===== config.mk =====
export PLATFORM = sky130hd
export DESIGN_NAME = bitmap_aligned_allocator_core
export DESIGN_NICKNAME = d
export VERILOG_FILES = /design/src/rtl/bmaa_pkg.sv /design/src/rtl/bmaa_ram.sv /design/src/rtl/bmaa_word_unit.sv /design/src/rtl/bitmap_aligned_allocator_core.sv
export SDC_FILE = /design/constraint.sdc
export NUM_CORES = 2
export LEC_CHECK = 0
export BUFFER_PORTS_ARGS = -buffer_cell sky130_fd_sc_hd__buf_2
export CAP_MARGIN = 20
export CORE_ASPECT_RATIO = 1.25
export CORE_MARGIN = 2
export CORE_UTILIZATION = 56
export DETAILED_ROUTE_END_ITERATION = 8
export PLACE_DENSITY_LB_ADDON = 0.15
export SLEW_MARGIN = 20
export SYNTH_ARGS = -nofsm -noshare
export SYNTH_HDL_FRONTEND = slang
export SYNTH_SLANG_ARGS = --single-unit

===== constraint.sdc =====
create_clock -name aclk -period 16.4 [get_ports aclk]
set_input_delay 0 -clock aclk [delete_from_list [all_inputs] [get_ports aclk]]
set_output_delay 0 -clock aclk [all_outputs]
set_load 0.01 [all_outputs]

===== src/rtl/bmaa_pkg.sv =====
// ----------------------------------------------------------------------------
// bmaa_pkg
// Shared constants, codes and types of the bitmap aligned allocator.
// ----------------------------------------------------------------------------
package bmaa_pkg;

    localparam int HEAP_UNITS    = 4096;
    localparam int MAX_RUN       = 1024;
    localparam int MAP_WORD_BITS = 64;
    localparam int MAP_WORDS     = (HEAP_UNITS + MAP_WORD_BITS - 1) / MAP_WORD_BITS;

    localparam int UNIT_W     = $clog2(HEAP_UNITS);      // unit offset
    localparam int PTR_W      = UNIT_W + 1;              // offset up to HEAP_UNITS
    localparam int BIT_IDX_W  = $clog2(MAP_WORD_BITS);
    localparam int WORD_IDX_W = $clog2(MAP_WORDS);
    localparam int CNT_W      = 11;
    localparam int ALIGN_W    = 4;
    localparam int STATUS_W   = 2;
    // candidate offset: (0 + 1) << 15 is the largest value the skip step makes
    localparam int OFF_W      = (1 << ALIGN_W) + 1;
    localparam int SUM_W      = OFF_W + 1;

    localparam logic [STATUS_W-1:0] ST_OK       = 2'd0;
    localparam logic [STATUS_W-1:0] ST_NO_SPACE = 2'd1;
    localparam logic [STATUS_W-1:0] ST_BAD      = 2'd2;

    localparam logic CMD_ALLOC = 1'b0;
    localparam logic CMD_FREE  = 1'b1;

    typedef logic [MAP_WORD_BITS-1:0] map_word_t;

    // result of examining one map word over the range [p, e)
    typedef struct packed {
        map_word_t            mask;       // bits of the range inside this word
        logic                 hit;        // a used unit inside the range
        logic [BIT_IDX_W-1:0] first;      // lowest used bit in the range
        logic                 last_word;  // range ends inside this word
        logic [PTR_W-1:0]     next_p;     // first unit of the following word
    } word_res_t;

endpackage


===== src/rtl/bmaa_ram.sv =====
// ----------------------------------------------------------------------------
// bmaa_ram
// Generic single-write, single-read RAM with registered read data.
// ----------------------------------------------------------------------------
module bmaa_ram #(
    parameter int WIDTH = 64,
    parameter int DEPTH = 64
) (
    input  logic                     aclk,
    input  logic                     we,
    input  logic [$clog2(DEPTH)-1:0] waddr,
    input  logic [WIDTH-1:0]         wdata,
    input  logic [$clog2(DEPTH)-1:0] raddr,
    output logic [WIDTH-1:0]         rdata
);

    logic [WIDTH-1:0] mem [DEPTH];

    always_ff @(posedge aclk) begin
        if (we) begin
            mem[waddr] <= wdata;
        end
        rdata <= mem[raddr];
    end

endmodule


===== src/rtl/bmaa_word_unit.sv =====
// ----------------------------------------------------------------------------
// bmaa_word_unit
// Shared word examiner: range mask, first used unit, end-of-range test.
// ----------------------------------------------------------------------------
module bmaa_word_unit (
    input  bmaa_pkg::map_word_t         word,
    input  logic [bmaa_pkg::PTR_W-1:0]  p,
    input  logic [bmaa_pkg::PTR_W-1:0]  e,
    output bmaa_pkg::word_res_t         res
);
    import bmaa_pkg::*;

    logic [WORD_IDX_W:0] nb;
    logic [PTR_W-1:0]    boundary;
    map_word_t           lo_mask;
    map_word_t           hi_mask;
    map_word_t           used;
    map_word_t           lowest;
    logic [BIT_IDX_W-1:0] first;

    always_comb begin
        nb       = {1'b0, p[PTR_W-2:BIT_IDX_W]} + 1'b1;
        boundary = {nb, {BIT_IDX_W{1'b0}}};
        res.last_word = (e <= boundary);
        res.next_p    = boundary;

        lo_mask = '1 << p[BIT_IDX_W-1:0];
        if (res.last_word && (e[BIT_IDX_W-1:0] != '0)) begin
            hi_mask = ~('1 << e[BIT_IDX_W-1:0]);
        end else begin
            hi_mask = '1;
        end
        res.mask = lo_mask & hi_mask;

        used    = word & res.mask;
        res.hit = (used != '0);
        // isolate the lowest set bit, then encode it
        lowest  = used & (~used + 1'b1);
        first   = '0;
        for (int i = 0; i < MAP_WORD_BITS; i++) begin
            if (lowest[i]) begin
                first = first | BIT_IDX_W'(i);
            end
        end
        res.first = first;
    end

endmodule


===== src/rtl/bitmap_aligned_allocator_core.sv =====
// ----------------------------------------------------------------------------
// bitmap_aligned_allocator_core
// First-fit aligned run allocator over a 4096-unit used-map.
// ----------------------------------------------------------------------------
// Usage:
//   Requests enter on the s_ stream (s_tuser carries the command: allocate or
//   free); one result item leaves on the m_ stream per request, in order.
//   The used-map sits in a 64 x 64-bit RAM; one shared word examiner checks
//   or updates one map word at a time, in two steps (RAM read, then evaluate/write).
//   Each item runs from the accepting cycle through a check step: a bad count
//   or bad range goes straight to the finish step and the result register;
//   a free reads and writes each map word it touches; an allocate tests
//   candidate offsets (including the final one that runs past the heap),
//   scans map words for each candidate and then reads and writes each word
//   of the granted run.
//   The block takes one item at a time: s_tready is high only while idle.
//   A result waits in the output register while the receiver stalls; the
//   block stays in its finish step until the previous result is taken.
//   Reset clears control state and the per-word valid bits, so the whole map
//   reads as free at once; no clearing pass is needed.
// ----------------------------------------------------------------------------
module bitmap_aligned_allocator_core (
    input  logic        aclk,
    input  logic        aresetn,
    // request channel
    input  logic        s_tvalid,
    output logic        s_tready,
    input  logic [31:0] s_tdata,   // unit_count[10:0], align_log2[14:11],
                                   // free_offset[26:15], zero pad [31:27]
    input  logic [0:0]  s_tuser,   // cmd[0]
    // result channel
    output logic        m_tvalid,
    input  logic        m_tready,
    output logic [15:0] m_tdata    // status[1:0], granted_offset[13:2],
                                   // zero pad [15:14]
);
    import bmaa_pkg::*;

    localparam logic [2:0] S_IDLE    = 3'd0;
    localparam logic [2:0] S_CHECK   = 3'd1;
    localparam logic [2:0] S_CAND    = 3'd2;  // test candidate offset
    localparam logic [2:0] S_SCAN_RD = 3'd3;
    localparam logic [2:0] S_SCAN_EV = 3'd4;
    localparam logic [2:0] S_UPD_RD  = 3'd5;
    localparam logic [2:0] S_UPD_WR  = 3'd6;
    localparam logic [2:0] S_FIN     = 3'd7;

    logic [2:0]          state_reg, state_next;
    logic                cmd_reg;
    logic [CNT_W-1:0]    cnt_reg;
    logic [ALIGN_W-1:0]  align_reg;
    logic [UNIT_W-1:0]   foff_reg;
    logic [OFF_W-1:0]    off_reg, off_next;      // current candidate start
    logic [PTR_W-1:0]    p_reg, p_next;          // scan / update pointer
    logic [PTR_W-1:0]    end_reg, end_next;      // end of run, exclusive
    logic [STATUS_W-1:0] status_reg, status_next;
    logic [UNIT_W-1:0]   grant_reg, grant_next;
    logic                m_valid_reg;
    logic [STATUS_W-1:0] m_status_reg;
    logic [UNIT_W-1:0]   m_grant_reg;

    // per-word valid bits: a word never written reads as all free
    logic [MAP_WORDS-1:0] valid_reg;
    logic                 rd_valid_reg;

    logic                  ram_we;
    logic [WORD_IDX_W-1:0] ram_addr;
    map_word_t             ram_q;
    map_word_t             ram_wdata;
    map_word_t             word;
    word_res_t             wres;

    logic [SUM_W-1:0]  cand_sum;
    logic [PTR_W-1:0]  free_sum;
    logic [OFF_W-1:0]  used_unit;
    logic [OFF_W-1:0]  skip_off;
    logic              in_acc;
    logic              cnt_bad;

    assign in_acc   = s_tvalid && s_tready;
    assign s_tready = (state_reg == S_IDLE);
    assign m_tvalid = m_valid_reg;
    assign m_tdata  = {2'b00, m_grant_reg, m_status_reg};

    assign ram_addr  = p_reg[PTR_W-2:BIT_IDX_W];
    assign word      = rd_valid_reg ? ram_q : '0;
    assign ram_we    = (state_reg == S_UPD_WR);
    assign ram_wdata = (cmd_reg == CMD_ALLOC) ? (word | wres.mask) : (word & ~wres.mask);

    bmaa_ram #(
        .WIDTH (MAP_WORD_BITS),
        .DEPTH (MAP_WORDS)
    ) u_map (
        .aclk  (aclk),
        .we    (ram_we),
        .waddr (ram_addr),
        .wdata (ram_wdata),
        .raddr (ram_addr),
        .rdata (ram_q)
    );

    bmaa_word_unit u_word (
        .word (word),
        .p    (p_reg),
        .e    (end_reg),
        .res  (wres)
    );

    assign cnt_bad  = (cnt_reg == '0) || (cnt_reg > CNT_W'(MAX_RUN));
    assign cand_sum = {1'b0, off_reg} + SUM_W'(cnt_reg);
    assign free_sum = {1'b0, foff_reg} + PTR_W'(cnt_reg);
    // skip to the next aligned offset past the used unit
    assign used_unit = OFF_W'({p_reg[PTR_W-2:BIT_IDX_W], wres.first});
    assign skip_off  = ((used_unit >> align_reg) + 1'b1) << align_reg;

    always_comb begin
        state_next  = state_reg;
        off_next    = off_reg;
        p_next      = p_reg;
        end_next    = end_reg;
        status_next = status_reg;
        grant_next  = grant_reg;
        unique case (state_reg)
            S_IDLE: begin
                if (in_acc) begin
                    state_next = S_CHECK;
                end
            end
            S_CHECK: begin
                status_next = ST_OK;
                grant_next  = '0;
                off_next    = '0;
                if (cnt_bad) begin
                    status_next = ST_BAD;
                    state_next  = S_FIN;
                end else if (cmd_reg == CMD_FREE) begin
                    if ({1'b0, free_sum} > (PTR_W + 1)'(HEAP_UNITS) ||
                        free_sum < {1'b0, foff_reg}) begin
                        status_next = ST_BAD;
                        state_next  = S_FIN;
                    end else begin
                        p_next     = {1'b0, foff_reg};
                        end_next   = free_sum;
                        state_next = S_UPD_RD;
                    end
                end else begin
                    state_next = S_CAND;
                end
            end
            S_CAND: begin
                if (cand_sum > SUM_W'(HEAP_UNITS)) begin
                    status_next = ST_NO_SPACE;
                    state_next  = S_FIN;
                end else begin
                    p_next     = off_reg[PTR_W-1:0];
                    end_next   = cand_sum[PTR_W-1:0];
                    state_next = S_SCAN_RD;
                end
            end
            S_SCAN_RD: begin
                state_next = S_SCAN_EV;
            end
            S_SCAN_EV: begin
                priority if (wres.hit) begin
                    off_next   = skip_off;
                    state_next = S_CAND;
                end else if (wres.last_word) begin
                    p_next     = off_reg[PTR_W-1:0];
                    state_next = S_UPD_RD;
                end else begin
                    p_next     = wres.next_p;
                    state_next = S_SCAN_RD;
                end
            end
            S_UPD_RD: begin
                state_next = S_UPD_WR;
            end
            S_UPD_WR: begin
                if (wres.last_word) begin
                    grant_next = (cmd_reg == CMD_ALLOC) ? off_reg[UNIT_W-1:0] : '0;
                    state_next = S_FIN;
                end else begin
                    p_next     = wres.next_p;
                    state_next = S_UPD_RD;
                end
            end
            S_FIN: begin
                if (!m_valid_reg || m_tready) begin
                    state_next = S_IDLE;
                end
            end
            default: begin
                state_next = S_IDLE;
            end
        endcase
    end

    always_ff @(posedge aclk) begin
        if (!aresetn) begin
            state_reg   <= S_IDLE;
            m_valid_reg <= 1'b0;
            valid_reg   <= '0;
        end else begin
            state_reg <= state_next;
            if (ram_we) begin
                valid_reg[ram_addr] <= 1'b1;
            end
            if (state_reg == S_FIN && (!m_valid_reg || m_tready)) begin
                m_valid_reg <= 1'b1;
            end else if (m_tready) begin
                m_valid_reg <= 1'b0;
            end
        end
    end

    // payload registers
    always_ff @(posedge aclk) begin
        if (in_acc) begin
            cmd_reg   <= s_tuser[0];
            cnt_reg   <= s_tdata[10:0];
            align_reg <= s_tdata[14:11];
            foff_reg  <= s_tdata[26:15];
        end
        off_reg      <= off_next;
        p_reg        <= p_next;
        end_reg      <= end_next;
        status_reg   <= status_next;
        grant_reg    <= grant_next;
        rd_valid_reg <= valid_reg[ram_addr];
        if (state_reg == S_FIN && (!m_valid_reg || m_tready)) begin
            m_status_reg <= status_reg;
            m_grant_reg  <= grant_reg;
        end
    end

    // a failed request never reports an offset, for allocates and frees alike
    a_grant_zero: assert property (@(posedge aclk) disable iff (!aresetn)
        m_tvalid && (m_status_reg != ST_OK) |-> (m_grant_reg == '0))
        else $error("nonzero offset on failed request");

    // status code is always one of the three defined results
    a_status_code: assert property (@(posedge aclk) disable iff (!aresetn)
        m_tvalid |-> (m_status_reg == ST_OK || m_status_reg == ST_NO_SPACE ||
                      m_status_reg == ST_BAD))
        else $error("undefined status code");

    // the scan pointer stays inside the run being examined
    a_scan_range: assert property (@(posedge aclk) disable iff (!aresetn)
        (state_reg == S_SCAN_EV || state_reg == S_UPD_WR) |->
            (p_reg < end_reg && end_reg <= PTR_W'(HEAP_UNITS)))
        else $error("scan pointer outside run");

    // a request is not taken again until the current one finishes
    a_one_at_a_time: assert property (@(posedge aclk) disable iff (!aresetn)
        in_acc |=> !s_tready)
        else $error("second request taken while busy");

endmodule


==> metrics.yaml <==
global_routing:
  met2_usage_pct: 58.90
  grtUsageTotal_pct: 37.39
  grt_max_degree: 110
  gr-usage-met1_pct: 50.96
  grt_pass1_wl_um: 763700
  antenna_found_initial: 24
  grt_overflow_total: 0
  grt_pass1_vias: 95632
  busiest_layer: "met2"
  use_met3_pct: 7.608
detailed_routing:
  wirelength_um: 558800
  drtIter0Drc: 17591
  detail-route-antenna-nets: 0
  wire_per_inst_um: 40.66
  vias_per_cell: 7.357
  vias: 101119
  firstDrtPassIters: 6
  drcViolationCount: 0
floorplanning:
  fp.coreArea_sq_um: 287100
  ios: 55
  rows: 220
  die_area_sq_um: 292800
  initial_utilization_pct: 56.28
  die_w_um: 484.4
  die-height_um: 604.5
place:
  dp_hpwl_um: 294800
  globalplace.congestion: 0.9245
  port_buffers: 47
power_and_ir_drop:
  p_sw_w: 0.01191
  p_per_area_nw_per_um2: 186.2
  p_comb_share_pct: 29.4
  swShare_pct: 35.01
  p_int_w: 0.02210
  pwr-share-clk_pct: 27.6
  power.total_w: 0.03401
  cellLeakagePower_nw: 56.78
  vdd_ir_drop_max_mv: 0.1811
  seqPwrFrac_pct: 43.0
critical_path:
  max_stage_delay_ps: 950
  setup.worst_path.end_class: "flop"
  path_max_fanout: 23
  cp-start-kind: "flop"
  crit_arrival_ps: 11510
  crit_required_ps: 17110
  path_buf_inv: 4
  path_class: "flop to flop"
  cpLargestDelayFamily: "simple AND/OR/NAND/NOR gates"
  crit_path_top_delay_cell: "edfxtp_1"
synthesis:
  synth_top_area_share_pct: 77.95
  yosys_warnings: 0
  synth_top_flop_cell: "edfxtp_1"
  netlist_area_sq_um: 161600
  netlist_instances: 9351
  synthDistinctLibCells: 95
  synth_edf_count: 4194
  synth_seq_cells: 4327
  seq_area_frac_synth_pct: 79.60
  syn_avg_cell_area_sq_um: 17.28
  async_reset_ff_share_pct: 0
  yosysTopAreaCell: "edfxtp_1"
  yosys-top-cells-area: "edfxtp_1 (78%), a22oi_1 (7.1%), dfxtp_1 (1.6%)"
timing:
  fin_tns_setup_ps: 0
  setup_viol: 0
  skew_ps: 93.00
  timing.final.crit_share_pct: 65.84
  slew_headroom_pct: 14.96
  worst_pin_slew_ps: 1276
  rsz0062_at_grt: "false"
  timing.final.crit_period_ps: 10800
  hold_viol_final: 0
  drv_slew: 0
  timing.fmax_ghz: 0.09260
finish:
  largest_register_ffs: 4096
  area_growth_pct: 13.03
  nFillCells: 19936
  drive_gt1_share_pct: 12.34
  finalNetCount: 9697
clocking:
  cts_tree: "done"
  clk_latency_ps: 970
  cts_resized: 0
  clock_sinks: 4327
  clock_tree.root_cell: "clkbuf_16"
  clk_path_buf_depth: 4
  cts.reportedPaths.clkPinSlew_ps: 60
  htree_levels: 5
  cts_made_buffers: 403
flow_run:
  drv_cap: 0
status:
  outcome: "finished, final reports clean"
worst_hold_path:
  hold_path.class: "primary input to flop"
[through the flow]
step / instances / hold slack [ps] / utilization (%) / setup WS [ps] / area [sq um]
finish: 13744 / 277.6 / 63.61 / 5601 / 182600
global route: 13733 / 333.8 / 63.60 / 5084 / 182600
CTS: 13722 / 207.3 / 63.55 / 5505 / 182400
detailed placement: 12919 / 178.1 / 58.76 / 5584 / 168700
global placement: 12915 / 179.4 / 58.73 / 5423 / 168600
floorplan: 9352 / 98.87 / - / 8052 / 161600
[area by class of cell]
type                       instances  area (sq um)  share of cell area [%]
multi-input combinational       4335         31770                   17.40
timing repair buffer             498          4164                   2.280
clock inverter                   228          2282                   1.250
clock buffer                     513         10830                   5.932
antenna                           18         45.04                 0.02467
tap                             3774          4722                   2.586
sequential                      4327        128600                   70.42
inverter                          51         191.4                  0.1048
[layer usage]
metal | share of wire (%) | routed length [um] | vias to the layer above
li1 | - | - | 40030
met1 | 36 | 199400 | 51782
met2 | 47 | 260800 | 7953
met3 | 13 | 70080 | 1342
met4 | 5.1 | 28510 | 12
met5 | 0.014 | 79 | -
[placed cells by master (no fill, tap or decap), drive strengths merged, types with 55 or more instances in the layout]
cell and instances:
nand2 199, inv 59, nand3 141, nand4 252
clkinv 164, nor4 55, a21oi 265, dfxtp 133
a221oi 292, edfxtp 4194, nor3 64, a22oi 1537
dlygate4sd3 62, a41oi 80, buf 436, nor2 191
clkbuf 513, o21a 77, a31oi 244, o21ai 105
a22o 288
[power groups by stage]
stage	registers [W]	clock network, W	logic [W]
after floorplan	0.0149	0	0.00527
final	0.0146	0.00937	0.0100
after CTS	0.0146	0.00940	0.00970
after detailed placement	0.0149	0	0.00966
after global routing	0.0146	0.00982	0.0104
after global placement	0.0148	0	0.00948
[cells by family after synthesis]
family	count (synthesis)	synth area share, %
AO/OA/AOI/OAI	3145	14.48
XOR/XNOR	36	0.1952
adder cells (fa/ha/maj)	44	0.3500
buffers and inverters	690	1.619
flip-flops	4327	79.60
multiplexers	46	0.3020
other	1	0.002321
AND/OR/NAND/NOR	1062	3.452
[path summary, 6_finish.rpt]
check	cells after the start	start	slack (ps)	to
max reg2reg	27	p_reg[10]$_DFFE_PP_	5600	off_reg[12]$_SDFFCE_PN0P_
min reg2reg	0	grant_reg[7]$_SDFFCE_PP0P_	400	m_grant_reg[7]$_DFFE_PP_
max	27	p_reg[10]$_DFFE_PP_	5600	off_reg[12]$_SDFFCE_PN0P_
min	4	m_tready	280	m_status_reg[0]$_DFFE_PP_
[cell usage after synthesis (42+ instances only)]
master    instances
edfxtp_1       4194
mux2i_1          42
a22oi_1        1537
nand2_1         199
buf_1           113
a41oi_1          80
o21ai_0         105
a221oi_1        292
inv_1            49
a31oi_1         244
dfxtp_1         133
nand4_1         252
nor4_1           53
a22o_1          288
nor2_1          191
ha_1             42
nor3_1           61
nand3_1         141
a21oi_1         262
o211ai_1         47
clkbuf_1        511
o21a_1           77
[what timing repair did]
| action | 4_1_cts | 5_1_grt |
|---|---|---|
| hold buffers | 62 | 0 |
| endpoints found under the hold margin | 110 | 0 |
| setup buffers | 0 | 0 |
[worst min-delay path: cells and delay by family]
family        cells  cell delay [ps]
buf+inv           2              660
simple gates      2              330
Power figures use the tool's default switching activity.
